--- src/hw/rtl/mcs_pkg.sv ---
// Types, register indexes and the microprogram ROM of the motion command smoother.
// Used by motion_command_smoother; depends on nothing else.
package mcs_pkg;

  localparam int unsigned NumChannels = 4;
  localparam int unsigned ChWidth     = 2;
  localparam int unsigned StepWidth   = 4;

  // configuration register indexes
  localparam logic [2:0] REG_GAIN     = 3'd0;
  localparam logic [2:0] REG_DEADBAND = 3'd1;
  localparam logic [2:0] REG_SCALE_FW = 3'd2;
  localparam logic [2:0] REG_SCALE_SW = 3'd3;
  localparam logic [2:0] REG_SCALE_TN = 3'd4;
  localparam logic [2:0] REG_SCALE_PT = 3'd5;
  localparam logic [2:0] REG_DT       = 3'd6;
  localparam logic [2:0] REG_HEIGHT   = 3'd7;

  localparam logic [15:0] GAIN_RESET     = 16'd6554;
  localparam logic [14:0] DEADBAND_RESET = 15'd3277;
  localparam logic [15:0] SCALE_RESET    = 16'd256;
  localparam logic [15:0] DT_RESET       = 16'd655;

  // channel codes
  localparam logic [ChWidth-1:0] CH_FW = 2'd0;
  localparam logic [ChWidth-1:0] CH_SW = 2'd1;
  localparam logic [ChWidth-1:0] CH_TN = 2'd2;
  localparam logic [ChWidth-1:0] CH_PT = 2'd3;

  localparam logic [StepWidth-1:0] STEP_IDLE = 4'd0;
  localparam logic [StepWidth-1:0] STEP_LAST = 4'd13;

  // multiplier operation; the matching write-back runs in the following cycle
  typedef enum logic [1:0] {
    MUL_NONE  = 2'd0,
    MUL_FILT  = 2'd1,
    MUL_SCALE = 2'd2,
    MUL_STEP  = 2'd3
  } mul_op_t;

  typedef enum logic [1:0] {
    SEQ_NEXT     = 2'd0,
    SEQ_WAIT_IN  = 2'd1,
    SEQ_WAIT_OUT = 2'd2
  } seq_op_t;

  typedef struct packed {
    mul_op_t             mul_op;
    logic [ChWidth-1:0]  ch;
    seq_op_t             seq;
  } ucode_t;

  // Microprogram. Multiplies are ordered so that each one finds its operand
  // already written back by an earlier step.
  function automatic ucode_t ucode_rom(input logic [StepWidth-1:0] step);
    ucode_t w;
    w = '{mul_op: MUL_NONE, ch: CH_FW, seq: SEQ_NEXT};
    unique case (step)
      4'd0:  w = '{mul_op: MUL_NONE,  ch: CH_FW, seq: SEQ_WAIT_IN};
      4'd1:  w = '{mul_op: MUL_FILT,  ch: CH_FW, seq: SEQ_NEXT};
      4'd2:  w = '{mul_op: MUL_FILT,  ch: CH_SW, seq: SEQ_NEXT};
      4'd3:  w = '{mul_op: MUL_SCALE, ch: CH_FW, seq: SEQ_NEXT};
      4'd4:  w = '{mul_op: MUL_FILT,  ch: CH_TN, seq: SEQ_NEXT};
      4'd5:  w = '{mul_op: MUL_SCALE, ch: CH_SW, seq: SEQ_NEXT};
      4'd6:  w = '{mul_op: MUL_FILT,  ch: CH_PT, seq: SEQ_NEXT};
      4'd7:  w = '{mul_op: MUL_SCALE, ch: CH_TN, seq: SEQ_NEXT};
      4'd8:  w = '{mul_op: MUL_STEP,  ch: CH_FW, seq: SEQ_NEXT};
      4'd9:  w = '{mul_op: MUL_SCALE, ch: CH_PT, seq: SEQ_NEXT};
      4'd10: w = '{mul_op: MUL_STEP,  ch: CH_SW, seq: SEQ_NEXT};
      4'd11: w = '{mul_op: MUL_STEP,  ch: CH_TN, seq: SEQ_NEXT};
      4'd12: w = '{mul_op: MUL_NONE,  ch: CH_FW, seq: SEQ_NEXT};
      4'd13: w = '{mul_op: MUL_NONE,  ch: CH_FW, seq: SEQ_WAIT_OUT};
      default: w = '{mul_op: MUL_NONE, ch: CH_FW, seq: SEQ_WAIT_OUT};
    endcase
    return w;
  endfunction

endpackage

--- src/hw/rtl/motion_command_smoother.sv ---
// Motion command smoother: commands are processed one at a time through the one shared
// 17x25 multiplier that a 14-step microprogram drives through eleven multiplies. A new
// command is taken only while the sequencer is idle; the result register lets the
// sequencer return to idle only once the previous result has been transferred.
// Configuration is written through cfg_write/cfg_index/cfg_data.
// Depends on mcs_pkg.
module motion_command_smoother (
  input  logic          clk,
  input  logic          rst,
  // command: move_forward, move_sideways, turn_command, pitch_command, gait_mode
  input  logic [71:0]   s_axis_tdata,
  input  logic          s_axis_tvalid,
  output logic          s_axis_tready,
  // result: velocity_forward, velocity_sideways, step_forward, step_sideways,
  // step_height, yaw_rate, pitch_angle, yaw_step, mode_out
  output logic [263:0]  m_axis_tdata,
  output logic          m_axis_tvalid,
  input  logic          m_axis_tready,
  input  logic          cfg_write,
  input  logic [2:0]    cfg_index,
  input  logic [31:0]   cfg_data
);
  import mcs_pkg::*;

  // configuration
  logic        [15:0] gain;
  logic        [14:0] deadband;
  logic signed [15:0] scale [NumChannels];
  logic        [15:0] dt;
  logic signed [31:0] height;

  // sequencer
  logic [StepWidth-1:0] step;
  logic [StepWidth-1:0] step_next;
  ucode_t               uc;

  // datapath
  logic signed [15:0] x_in [NumChannels];
  logic signed [15:0] y    [NumChannels];
  logic signed [24:0] v    [NumChannels];
  logic signed [31:0] stp  [NumChannels-1];
  logic        [3:0]  current_mode;

  logic signed [16:0] op_a;
  logic signed [24:0] op_b;
  logic signed [16:0] diff;
  logic signed [41:0] prod;
  mul_op_t            wr_op;
  logic [ChWidth-1:0] wr_ch;
  logic signed [15:0] y_q;
  logic               dead_q;
  logic               dead_now;
  logic signed [16:0] y_ext;
  logic signed [16:0] lvl_ext;

  logic signed [41:0] rnd16;
  logic signed [41:0] rnd7;
  logic signed [17:0] y_sum;
  logic signed [15:0] y_clamped;

  logic in_xfer;
  logic out_free;

  assign uc            = ucode_rom(step);
  assign s_axis_tready = (step == STEP_IDLE);
  assign in_xfer       = s_axis_tvalid && s_axis_tready;
  assign out_free      = !m_axis_tvalid || m_axis_tready;

  always_comb begin
    step_next = step;
    unique case (uc.seq)
      SEQ_NEXT:     step_next = step + 4'd1;
      SEQ_WAIT_IN:  if (in_xfer) step_next = step + 4'd1;
      SEQ_WAIT_OUT: if (out_free) step_next = STEP_IDLE;
      default:      step_next = STEP_IDLE;
    endcase
  end

  always_ff @(posedge clk) begin
    if (rst) begin
      step <= STEP_IDLE;
    end else begin
      step <= step_next;
    end
  end

  always_ff @(posedge clk) begin
    if (rst) begin
      gain     <= GAIN_RESET;
      deadband <= DEADBAND_RESET;
      for (int i = 0; i < NumChannels; i++) scale[i] <= SCALE_RESET;
      dt       <= DT_RESET;
      height   <= '0;
    end else if (cfg_write) begin
      unique case (cfg_index)
        REG_GAIN:     gain     <= cfg_data[15:0];
        REG_DEADBAND: deadband <= cfg_data[14:0];
        REG_SCALE_FW: scale[CH_FW] <= cfg_data[15:0];
        REG_SCALE_SW: scale[CH_SW] <= cfg_data[15:0];
        REG_SCALE_TN: scale[CH_TN] <= cfg_data[15:0];
        REG_SCALE_PT: scale[CH_PT] <= cfg_data[15:0];
        REG_DT:       dt       <= cfg_data[15:0];
        REG_HEIGHT:   height   <= cfg_data;
        default:      height   <= height;
      endcase
    end
  end

  // capture the command
  always_ff @(posedge clk) begin
    if (rst) begin
      current_mode <= '0;
    end else if (in_xfer) begin
      current_mode <= s_axis_tdata[67:64];
    end
  end

  always_ff @(posedge clk) begin
    if (in_xfer) begin
      x_in[CH_FW] <= s_axis_tdata[15:0];
      x_in[CH_SW] <= s_axis_tdata[31:16];
      x_in[CH_TN] <= s_axis_tdata[47:32];
      x_in[CH_PT] <= s_axis_tdata[63:48];
    end
  end

  // multiplier operand selection
  assign diff    = {x_in[uc.ch][15], x_in[uc.ch]} - {y[uc.ch][15], y[uc.ch]};
  assign y_ext   = {y[uc.ch][15], y[uc.ch]};
  assign lvl_ext = {2'b00, deadband};
  assign dead_now = (y_ext < lvl_ext) && (y_ext > -lvl_ext);

  always_comb begin
    op_a = '0;
    op_b = '0;
    unique case (uc.mul_op)
      MUL_FILT: begin
        op_a = {1'b0, gain};
        op_b = {{8{diff[16]}}, diff};
      end
      MUL_SCALE: begin
        op_a = {scale[uc.ch][15], scale[uc.ch]};
        op_b = {{9{y[uc.ch][15]}}, y[uc.ch]};
      end
      MUL_STEP: begin
        op_a = {1'b0, dt};
        op_b = v[uc.ch];
      end
      default: begin
        op_a = '0;
        op_b = '0;
      end
    endcase
  end

  always_ff @(posedge clk) begin
    if (rst) begin
      wr_op <= MUL_NONE;
    end else begin
      wr_op <= uc.mul_op;
    end
  end

  always_ff @(posedge clk) begin
    prod   <= 42'(op_a) * 42'(op_b);
    wr_ch  <= uc.ch;
    y_q    <= y[uc.ch];
    dead_q <= dead_now;
  end

  // round half up
  assign rnd16 = (prod + 42'sd32768) >>> 16;
  assign rnd7  = (prod + 42'sd64) >>> 7;
  assign y_sum = {{2{y_q[15]}}, y_q} + rnd16[17:0];

  always_comb begin
    if (y_sum > 18'sd32767) begin
      y_clamped = 16'sh7FFF;
    end else if (y_sum < -18'sd32768) begin
      y_clamped = 16'sh8000;
    end else begin
      y_clamped = y_sum[15:0];
    end
  end

  // write back the previous cycle's product
  always_ff @(posedge clk) begin
    if (rst) begin
      for (int i = 0; i < NumChannels; i++) y[i] <= '0;
    end else if (wr_op == MUL_FILT) begin
      y[wr_ch] <= y_clamped;
    end
  end

  always_ff @(posedge clk) begin
    if (wr_op == MUL_SCALE) begin
      v[wr_ch] <= dead_q ? '0 : rnd7[24:0];
    end
    if (wr_op == MUL_STEP && wr_ch != CH_PT) begin
      stp[wr_ch] <= rnd16[31:0];
    end
  end

  // result register
  always_ff @(posedge clk) begin
    if (rst) begin
      m_axis_tvalid <= 1'b0;
    end else if (uc.seq == SEQ_WAIT_OUT && out_free) begin
      m_axis_tvalid <= 1'b1;
    end else if (m_axis_tready) begin
      m_axis_tvalid <= 1'b0;
    end
  end

  always_ff @(posedge clk) begin
    if (uc.seq == SEQ_WAIT_OUT && out_free) begin
      m_axis_tdata[31:0]    <= {{7{v[CH_FW][24]}}, v[CH_FW]};
      m_axis_tdata[63:32]   <= {{7{v[CH_SW][24]}}, v[CH_SW]};
      m_axis_tdata[95:64]   <= stp[CH_FW];
      m_axis_tdata[127:96]  <= stp[CH_SW];
      m_axis_tdata[159:128] <= height;
      m_axis_tdata[191:160] <= {{7{v[CH_TN][24]}}, v[CH_TN]};
      m_axis_tdata[223:192] <= {{7{v[CH_PT][24]}}, v[CH_PT]};
      m_axis_tdata[255:224] <= stp[CH_TN];
      m_axis_tdata[259:256] <= current_mode;
      m_axis_tdata[263:260] <= 4'd0;
    end
  end

  a_accept_starts: assert property (@(posedge clk) disable iff (rst)
    in_xfer |=> step == 4'd1)
    else $error("sequencer did not start after a command transfer");

  a_result_loaded: assert property (@(posedge clk) disable iff (rst)
    (step == STEP_LAST && !m_axis_tvalid) |=> (m_axis_tvalid && step == STEP_IDLE))
    else $error("result not loaded at end of program");

  a_busy_blocks_input: assert property (@(posedge clk) disable iff (rst)
    (step != STEP_IDLE) |-> !s_axis_tready)
    else $error("command accepted while sequencer busy");

  a_step_in_program: assert property (@(posedge clk) disable iff (rst)
    step <= STEP_LAST)
    else $error("step counter left the program");

endmodule
--- config.mk ---
export PLATFORM = sky130hd
export DESIGN_NAME = motion_command_smoother
export DESIGN_NICKNAME = d
export VERILOG_FILES = /design/src/hw/rtl/mcs_pkg.sv /design/src/hw/rtl/motion_command_smoother.sv
export SDC_FILE = /design/constraint.sdc
export NUM_CORES = 2
export LEC_CHECK = 0
export ABC_AREA = 0
export ABC_CLOCK_PERIOD_IN_PS = 15700
export BUFFER_PORTS_ARGS = -buffer_cell sky130_fd_sc_hd__buf_2
export CAP_MARGIN = 10
export CORE_MARGIN = 1.5
export CORE_UTILIZATION = 45
export CTS_BUF_LIST = sky130_fd_sc_hd__clkbuf_4
export DETAILED_ROUTE_END_ITERATION = 8
export GPL_TIMING_DRIVEN = 1
export SYNTH_ARGS = -nofsm -noshare
export SYNTH_HDL_FRONTEND = slang
export SYNTH_SLANG_ARGS = --single-unit
--- constraint.sdc ---
create_clock -name clk -period 15.7 [get_ports clk]
set_clock_uncertainty 0.15 [all_clocks]
set_input_delay 3.14 -clock clk [delete_from_list [all_inputs] [get_ports clk]]
set_output_delay 3.14 -clock clk [all_outputs]
set_load 0.1 [all_outputs]
Yosys cells after proc, flatten, opt, wreduce, memory -nomap -nowiden. Memory sizes are Yosys's and may differ from the RTL's. A register that Yosys moved wholly into a read port is not among the register bits. Cells that the tools add are included.

Flip-flop bits (word level): 411. Bits in writable memories: 388. ROM bits: 96. Input port bits: 112. Output and inout port bits: 266. Logic and storage cells: 114. Memories: 6.

$add $sub $neg: 6. Multiply operators: 1. $lt $le $gt $ge: 4. Equal/unequal tests: 18. Muxes and demuxes: 46. Bitwise gates (word level): 4. Reduce and logical (&&, ||, !) cells: 16.

Memories: v (depth 4, bits a word 25, rd ports 5, clocked after memory_dff 0, write ports 1, line motion_command_smoother.sv:40) `logic signed [24:0] v [NumChannels];`; (name not given) (depth 16, bits a word 6, rd ports 1, clocked after memory_dff 1, write ports 0, line mcs_pkg.sv:58) `unique case (step)`; stp (depth 3, bits a word 32, rd ports 3, clocked after memory_dff 3, write ports 1, line motion_command_smoother.sv:41) `logic signed [31:0] stp [NumChannels-1];`; scale (depth 4, bits a word 16, rd ports 1, clocked after memory_dff 0, write ports 4, line motion_command_smoother.sv:28) `logic signed [15:0] scale [NumChannels];`; x_in (depth 4, bits a word 16, rd ports 1, clocked after memory_dff 0, write ports 4, line motion_command_smoother.sv:38) `logic signed [15:0] x_in [NumChannels];`; y (depth 4, bits a word 16, rd ports 1, clocked after memory_dff 0, write ports 4, line motion_command_smoother.sv:39) `logic signed [15:0] y [NumChannels];`.

Operators by type and width (count): $mux 16 (7); $pmux 25 s3 (1); $pmux 17 s3 (1); $add 42x17->42 const B (1); $mul 17x25->42 (1); $add 32x8->32 const B (1); $mux 1 (30); $mux 25 (1); $add 18x18->18 (1); $gt 18x16->1 const B (1); $lt 18x16->1 const B (1); $gt 16x17->1 (1); $neg 15->17 (1); $sub 16x16->17 (1); $lt 16x16->1 (1); $mux 4 (4); $reduce_or 16->1 (1); $eq 3x3->1 const B (4); $pmux 4 s3 (1); $eq 2x2->1 const B (5); $reduce_and 2->1 (5); $eq 2x1->1 const B (3); $eq 3x2->1 const B (2); $ne 2x2->1 const B (3); 11 further kinds (17).

Longest topological paths before layout.
Depth in word-level cells: 6. Mapped depth: 43.

Worst setup path before layout. OpenSTA, ideal clock, no wires.

Path type: input port to flip-flop. Start point: input m_axis_tready. End point: register m_axis_tdata[0] (read register of v), enable pin. Setup time: 0.817 ns. Arrival: 12.661 ns. Required time: 14.733 ns. Slack: 2.072 ns. Cell stages on the path: 2. Buffers on the path: 0. Cell sequence: nand2b_1 -> nor2b_1.

Longest elaborated chain between the ends: 2.

Ends and longest elaborated chain: from (decl) (line motion_command_smoother.sv:18) `input logic m_axis_tready,`; $logic_or 1x1->1 (line motion_command_smoother.sv:67) `assign out_free = !m_axis_tvalid || m_axis_tready;`; $logic_and 1x1->1 (line motion_command_smoother.sv:216) `if (uc.seq == SEQ_WAIT_OUT && out_free) begin`; to (decl) (line motion_command_smoother.sv:16) `output logic [263:0] m_axis_tdata,`.

No other way between the ends. A chain may end at the register's enable or synchronous reset.

Worst setup path in the final report.
Start point: register uc[3] (netlist name). End point: register prod[36].

Longest elaborated chain between the ends: 4. Elaborated cells on any way between the ends: 8. Those cells by class: add/sub (1); mul (1); mux (2); memory (4).

Ends and longest elaborated chain: $mem_v2 4x16 (*); net y_ext[0] (line motion_command_smoother.sv:53) `logic signed [16:0] y_ext;`; $sub 16x16->17 (line motion_command_smoother.sv:128) `assign diff = {x_in[uc.ch][15], x_in[uc.ch]} - {y[uc.ch][15], y[uc.ch]};`; $pmux 25 s3 (*) (line motion_command_smoother.sv:136) `unique case (uc.mul_op)`; $mul 17x25->42 (*) (line motion_command_smoother.sv:165) `prod <= 42'(op_a) * 42'(op_b);`; to (signal assigned) (line motion_command_smoother.sv:165); to (decl) (line motion_command_smoother.sv:47) `logic signed [41:0] prod;`.

Mark *: on every way through the listed nets, which the timed path passes. The rest lies on a longest branch.

==> summary.txt <==
Place
  • Port buffer count: 369
  • Dpl hpwl: 87,320 um
  • Placer congestion estimate: 0.9140

Logic synthesis
  • FFs w/ async S/R, synth: 0%
  • Number of synthesis warnings: 0
  • Post-Synthesis Cells: 3,740
  • Mapped Avg Cell Area: 11.90 um2
  • Post-synth EDFFs: 584
  • Seq cells post-synth: 735
  • Most frequently used flop master after synthesis: edfxtp_1
  • Netlist cell types: 83
  • Most common cell in the synthesized netlist: edfxtp_1
  • Synth top area cells: edfxtp_1 (39%), fa_1 (19%), dfxtp_1 (6.8%)
  • Post-synth top area share: 39.39%
  • Post-Synthesis Cell Area: 44,520 um2
  • Sequential fraction of the synthesis area: 46.18%
  • Yosys top cell by area: edfxtp_1
  • Top cells by count, synth: edfxtp_1 (584), inv_1 (489), fa_1 (417)

Drt
  • Vias: 29,390
  • DR iter-0 viols: 2,379
  • Vias per Instance: 5.262
  • Routed len/inst: 20.84 um
  • Final ANT Viol Nets: 0
  • Final wirelength: 116,400 um
  • Remaining routing DRC violations: 0
  • First-pass DRT Iterations: 5

Pwr
  • Int Pwr: 5.097 mW
  • Sequential share of power: 26.8%
  • Combinational Power Share: 55.8%
  • Switching pwr: 4.090 mW
  • Switch share: 44.52%
  • Clock share of power: 17.4%
  • Static leakage: 20.82 nW
  • Worst VDD drop: 110.5 uV
  • Tot Pwr: 9.187 mW
  • Power Density: 184.3 nW/um2

Critical path
  • Worst r2r src: uc[3]
  • Worst path max stage delay: 0.78 ns
  • Max FO, Critical Path: 51
  • Slowest CP cell: a21boi_2
  • Cell mode on critical path: fa_1
  • Reg2reg end: prod[36]
  • CP Capture Type: flip-flop
  • CP arrival: 11.99 ns
  • Register-to-register setup slack: 4.47 ns
  • Critical path launch point: uc[3]
  • Startpoint types: flip-flop
  • Setup Crit Path Kind: flip-flop to flip-flop
  • Reg2Reg Depth: 33
  • Critical Path RT: 16.46 ns

Floorplan
  • Initial core utilization: 45.30%
  • Die extent in y: 317.5 um
  • IO Pins: 378
  • Die ar.: 100,800 um2
  • Core box area: 98,280 um2
  • Num rows: 115
  • Die W: 317.5 um

Timing
  • Fin crit period: 11.23 ns
  • Fin. max-slew vios: 0
  • Setup TNS: 0 ns
  • Max Clk Rate: 0.08906 GHz
  • Slew headroom: 13.40%
  • RSZ-0062 raised after global routing: false
  • Final Hold Fails: 0
  • Worst slew pin tran: 1.292 ns
  • Setup violators final: 0
  • Hold slack final: 0.2237 ns
  • Period utilization: 71.52%

Run status
  • Status: finished, final reports clean

Clock tree
  • Num CTS Buffers: 186
  • Clock transition at path regs: 0.06 ns
  • Hold buffers post-CTS: 0
  • CTS tree: built
  • CTS sink cnt: 735
  • Maximum root-to-sink buffer count: 3
  • Worst-skew pair later-pin latency: 1.08 ns
  • Post-CTS sizing: 0
  • H-tree depth: 4
  • CTS Root Cell: clkbuf_4
  • Setup Fix Bufs, Post-CTS: 0

Global route
  • Vias in the first global route: 29,990
  • Grt ovf: 0
  • Total track usage: 23.46%
  • Initial antenna violation count: 4
  • Maximum number of pins on one net before global-route repair: 122
  • First-pass GRT wire length: 178,400 um

Hold path
  • Hold path endpoint: m_axis_tdata[224]
  • Worst hold path startpoint: stp[2][0]
  • Worst hold path class: flip-flop to flip-flop
  • Hold path depth: 0

Layout
  • Layout cell share with drive strength beyond 1: 20.13%
  • Area grow syn2layout: 11.94%
  • Final net count: 4,856

Run
  • Max capacitance violation total: 0
cells in the final DEF, fill, tap and decap left out, drive strengths merged, types with 6 or more instances in the layout:
cell type / instances
o31ai: 48
nor2: 357
nand3b: 8
and2: 66
a211oi: 6
nand2: 394
mux2i: 24
nor3: 30
clkinv: 37
mux4: 66
a22oi: 15
and3: 15
nand4: 17
o21a: 22
nand2b: 41
ha: 170
edfxtp: 584
buf: 417
nand3: 65
or2: 18
xor2: 36
dfxtp: 151
a21oi: 147
or3: 22
fa: 417
inv: 496
clkbuf: 277
mux2: 19
nor4: 8
a21boi: 7
a31oi: 9
nor2b: 28
a21o: 24
o211ai: 12
o21ai: 80
xnor2: 86
a22o: 12
registers in the layout, summed over array words and instances, names as in the netlist:
register / cells
prod: 36
y_q: 16
dead_q: 1
m_axis_tvalid: 1
current_mode: 4
gain: 16
step: 4
wr_op: 2
y: 64
stp: 78
m_axis_tdata: 214
wr_ch: 2
dt: 16
uc: 6
x_in: 64
deadband: 15
height: 32
v: 100
scale: 64
worst max-delay path, delay by kind of cell, from the launching register on:
family,cells,cell delay (ns)
AOI/OAI and AO/OA,14,4.11
muxes,1,0.51
buffers and inverters,4,0.84
and+or+nand+nor,5,0.77
adders and majority gates,9,4.23
DFF,1,0.45
how the worst max path moves through the flow:
| stage | endpoint | slack (ns) |
|---|---|---|
| 2_1_floorplan | m_axis_tdata[0] | 2.07 |
| 3_3_place_gp | prod[36] | 4.79 |
| 3_5_place_dp | prod[36] | 4.63 |
| 6_report | prod[36] | 4.47 |
| 4_1_cts | prod[36] | 4.57 |
| 5_1_grt | prod[36] | 3.92 |
routing by layer:
layer  wire (um)  GRT usage (%)
met3        9184          5.152
met4        3170          7.671
met5           0              0
met2       53080          37.05
met1       50940          32.31
kinds of logic after synthesis:
group | share of synthesized area [%]
AOI/OAI and AO/OA | 6.143
and+or+nand+nor | 10.93
DFF | 46.18
muxes | 4.359
xor gates and xnor gates | 2.484
adders and majority gates | 23.53
buffers and inverters | 6.371
other | 0.008423
power by group through the flow:
| stage | Sequential, mW | Combinational (mW) | Clock (mW) |
|---|---|---|---|
| after CTS | 2.46 | 5.13 | 1.65 |
| after floorplan | 2.46 | 3.79 | 0 |
| after global placement | 2.50 | 5.03 | 0 |
| final | 2.46 | 5.12 | 1.60 |
| after detailed placement | 2.51 | 5.10 | 0 |
| after global routing | 2.48 | 5.79 | 1.74 |
through the flow:
| step | setup WS [ns] | std cells | area, um2 | utilization (%) |
|---|---|---|---|---|
| final | 4.472 | 5585 | 49840 | 50.71 |
| after global routing | 3.925 | 5585 | 49840 | 50.71 |
| after CTS | 4.575 | 5579 | 49810 | 50.69 |
| after detailed placement | 4.634 | 5255 | 47440 | 48.27 |
| after global placement | 4.786 | 5255 | 47440 | 48.27 |
| after floorplan | 2.072 | 3743 | 44530 | - |
final cells by class:
type / instances / area, um2
well taps: 1287 / 1610
clock buffers: 277 / 2079
clock inverters: 47 / 292.8
multi-input cells: 2328 / 21210
fillers: 8793 / 48440
repair buffers: 417 / 2223
inverters: 489 / 1836
diodes: 5 / 12.51
flip-flops and latches: 735 / 20570
(Power assumes the default switching activity.)
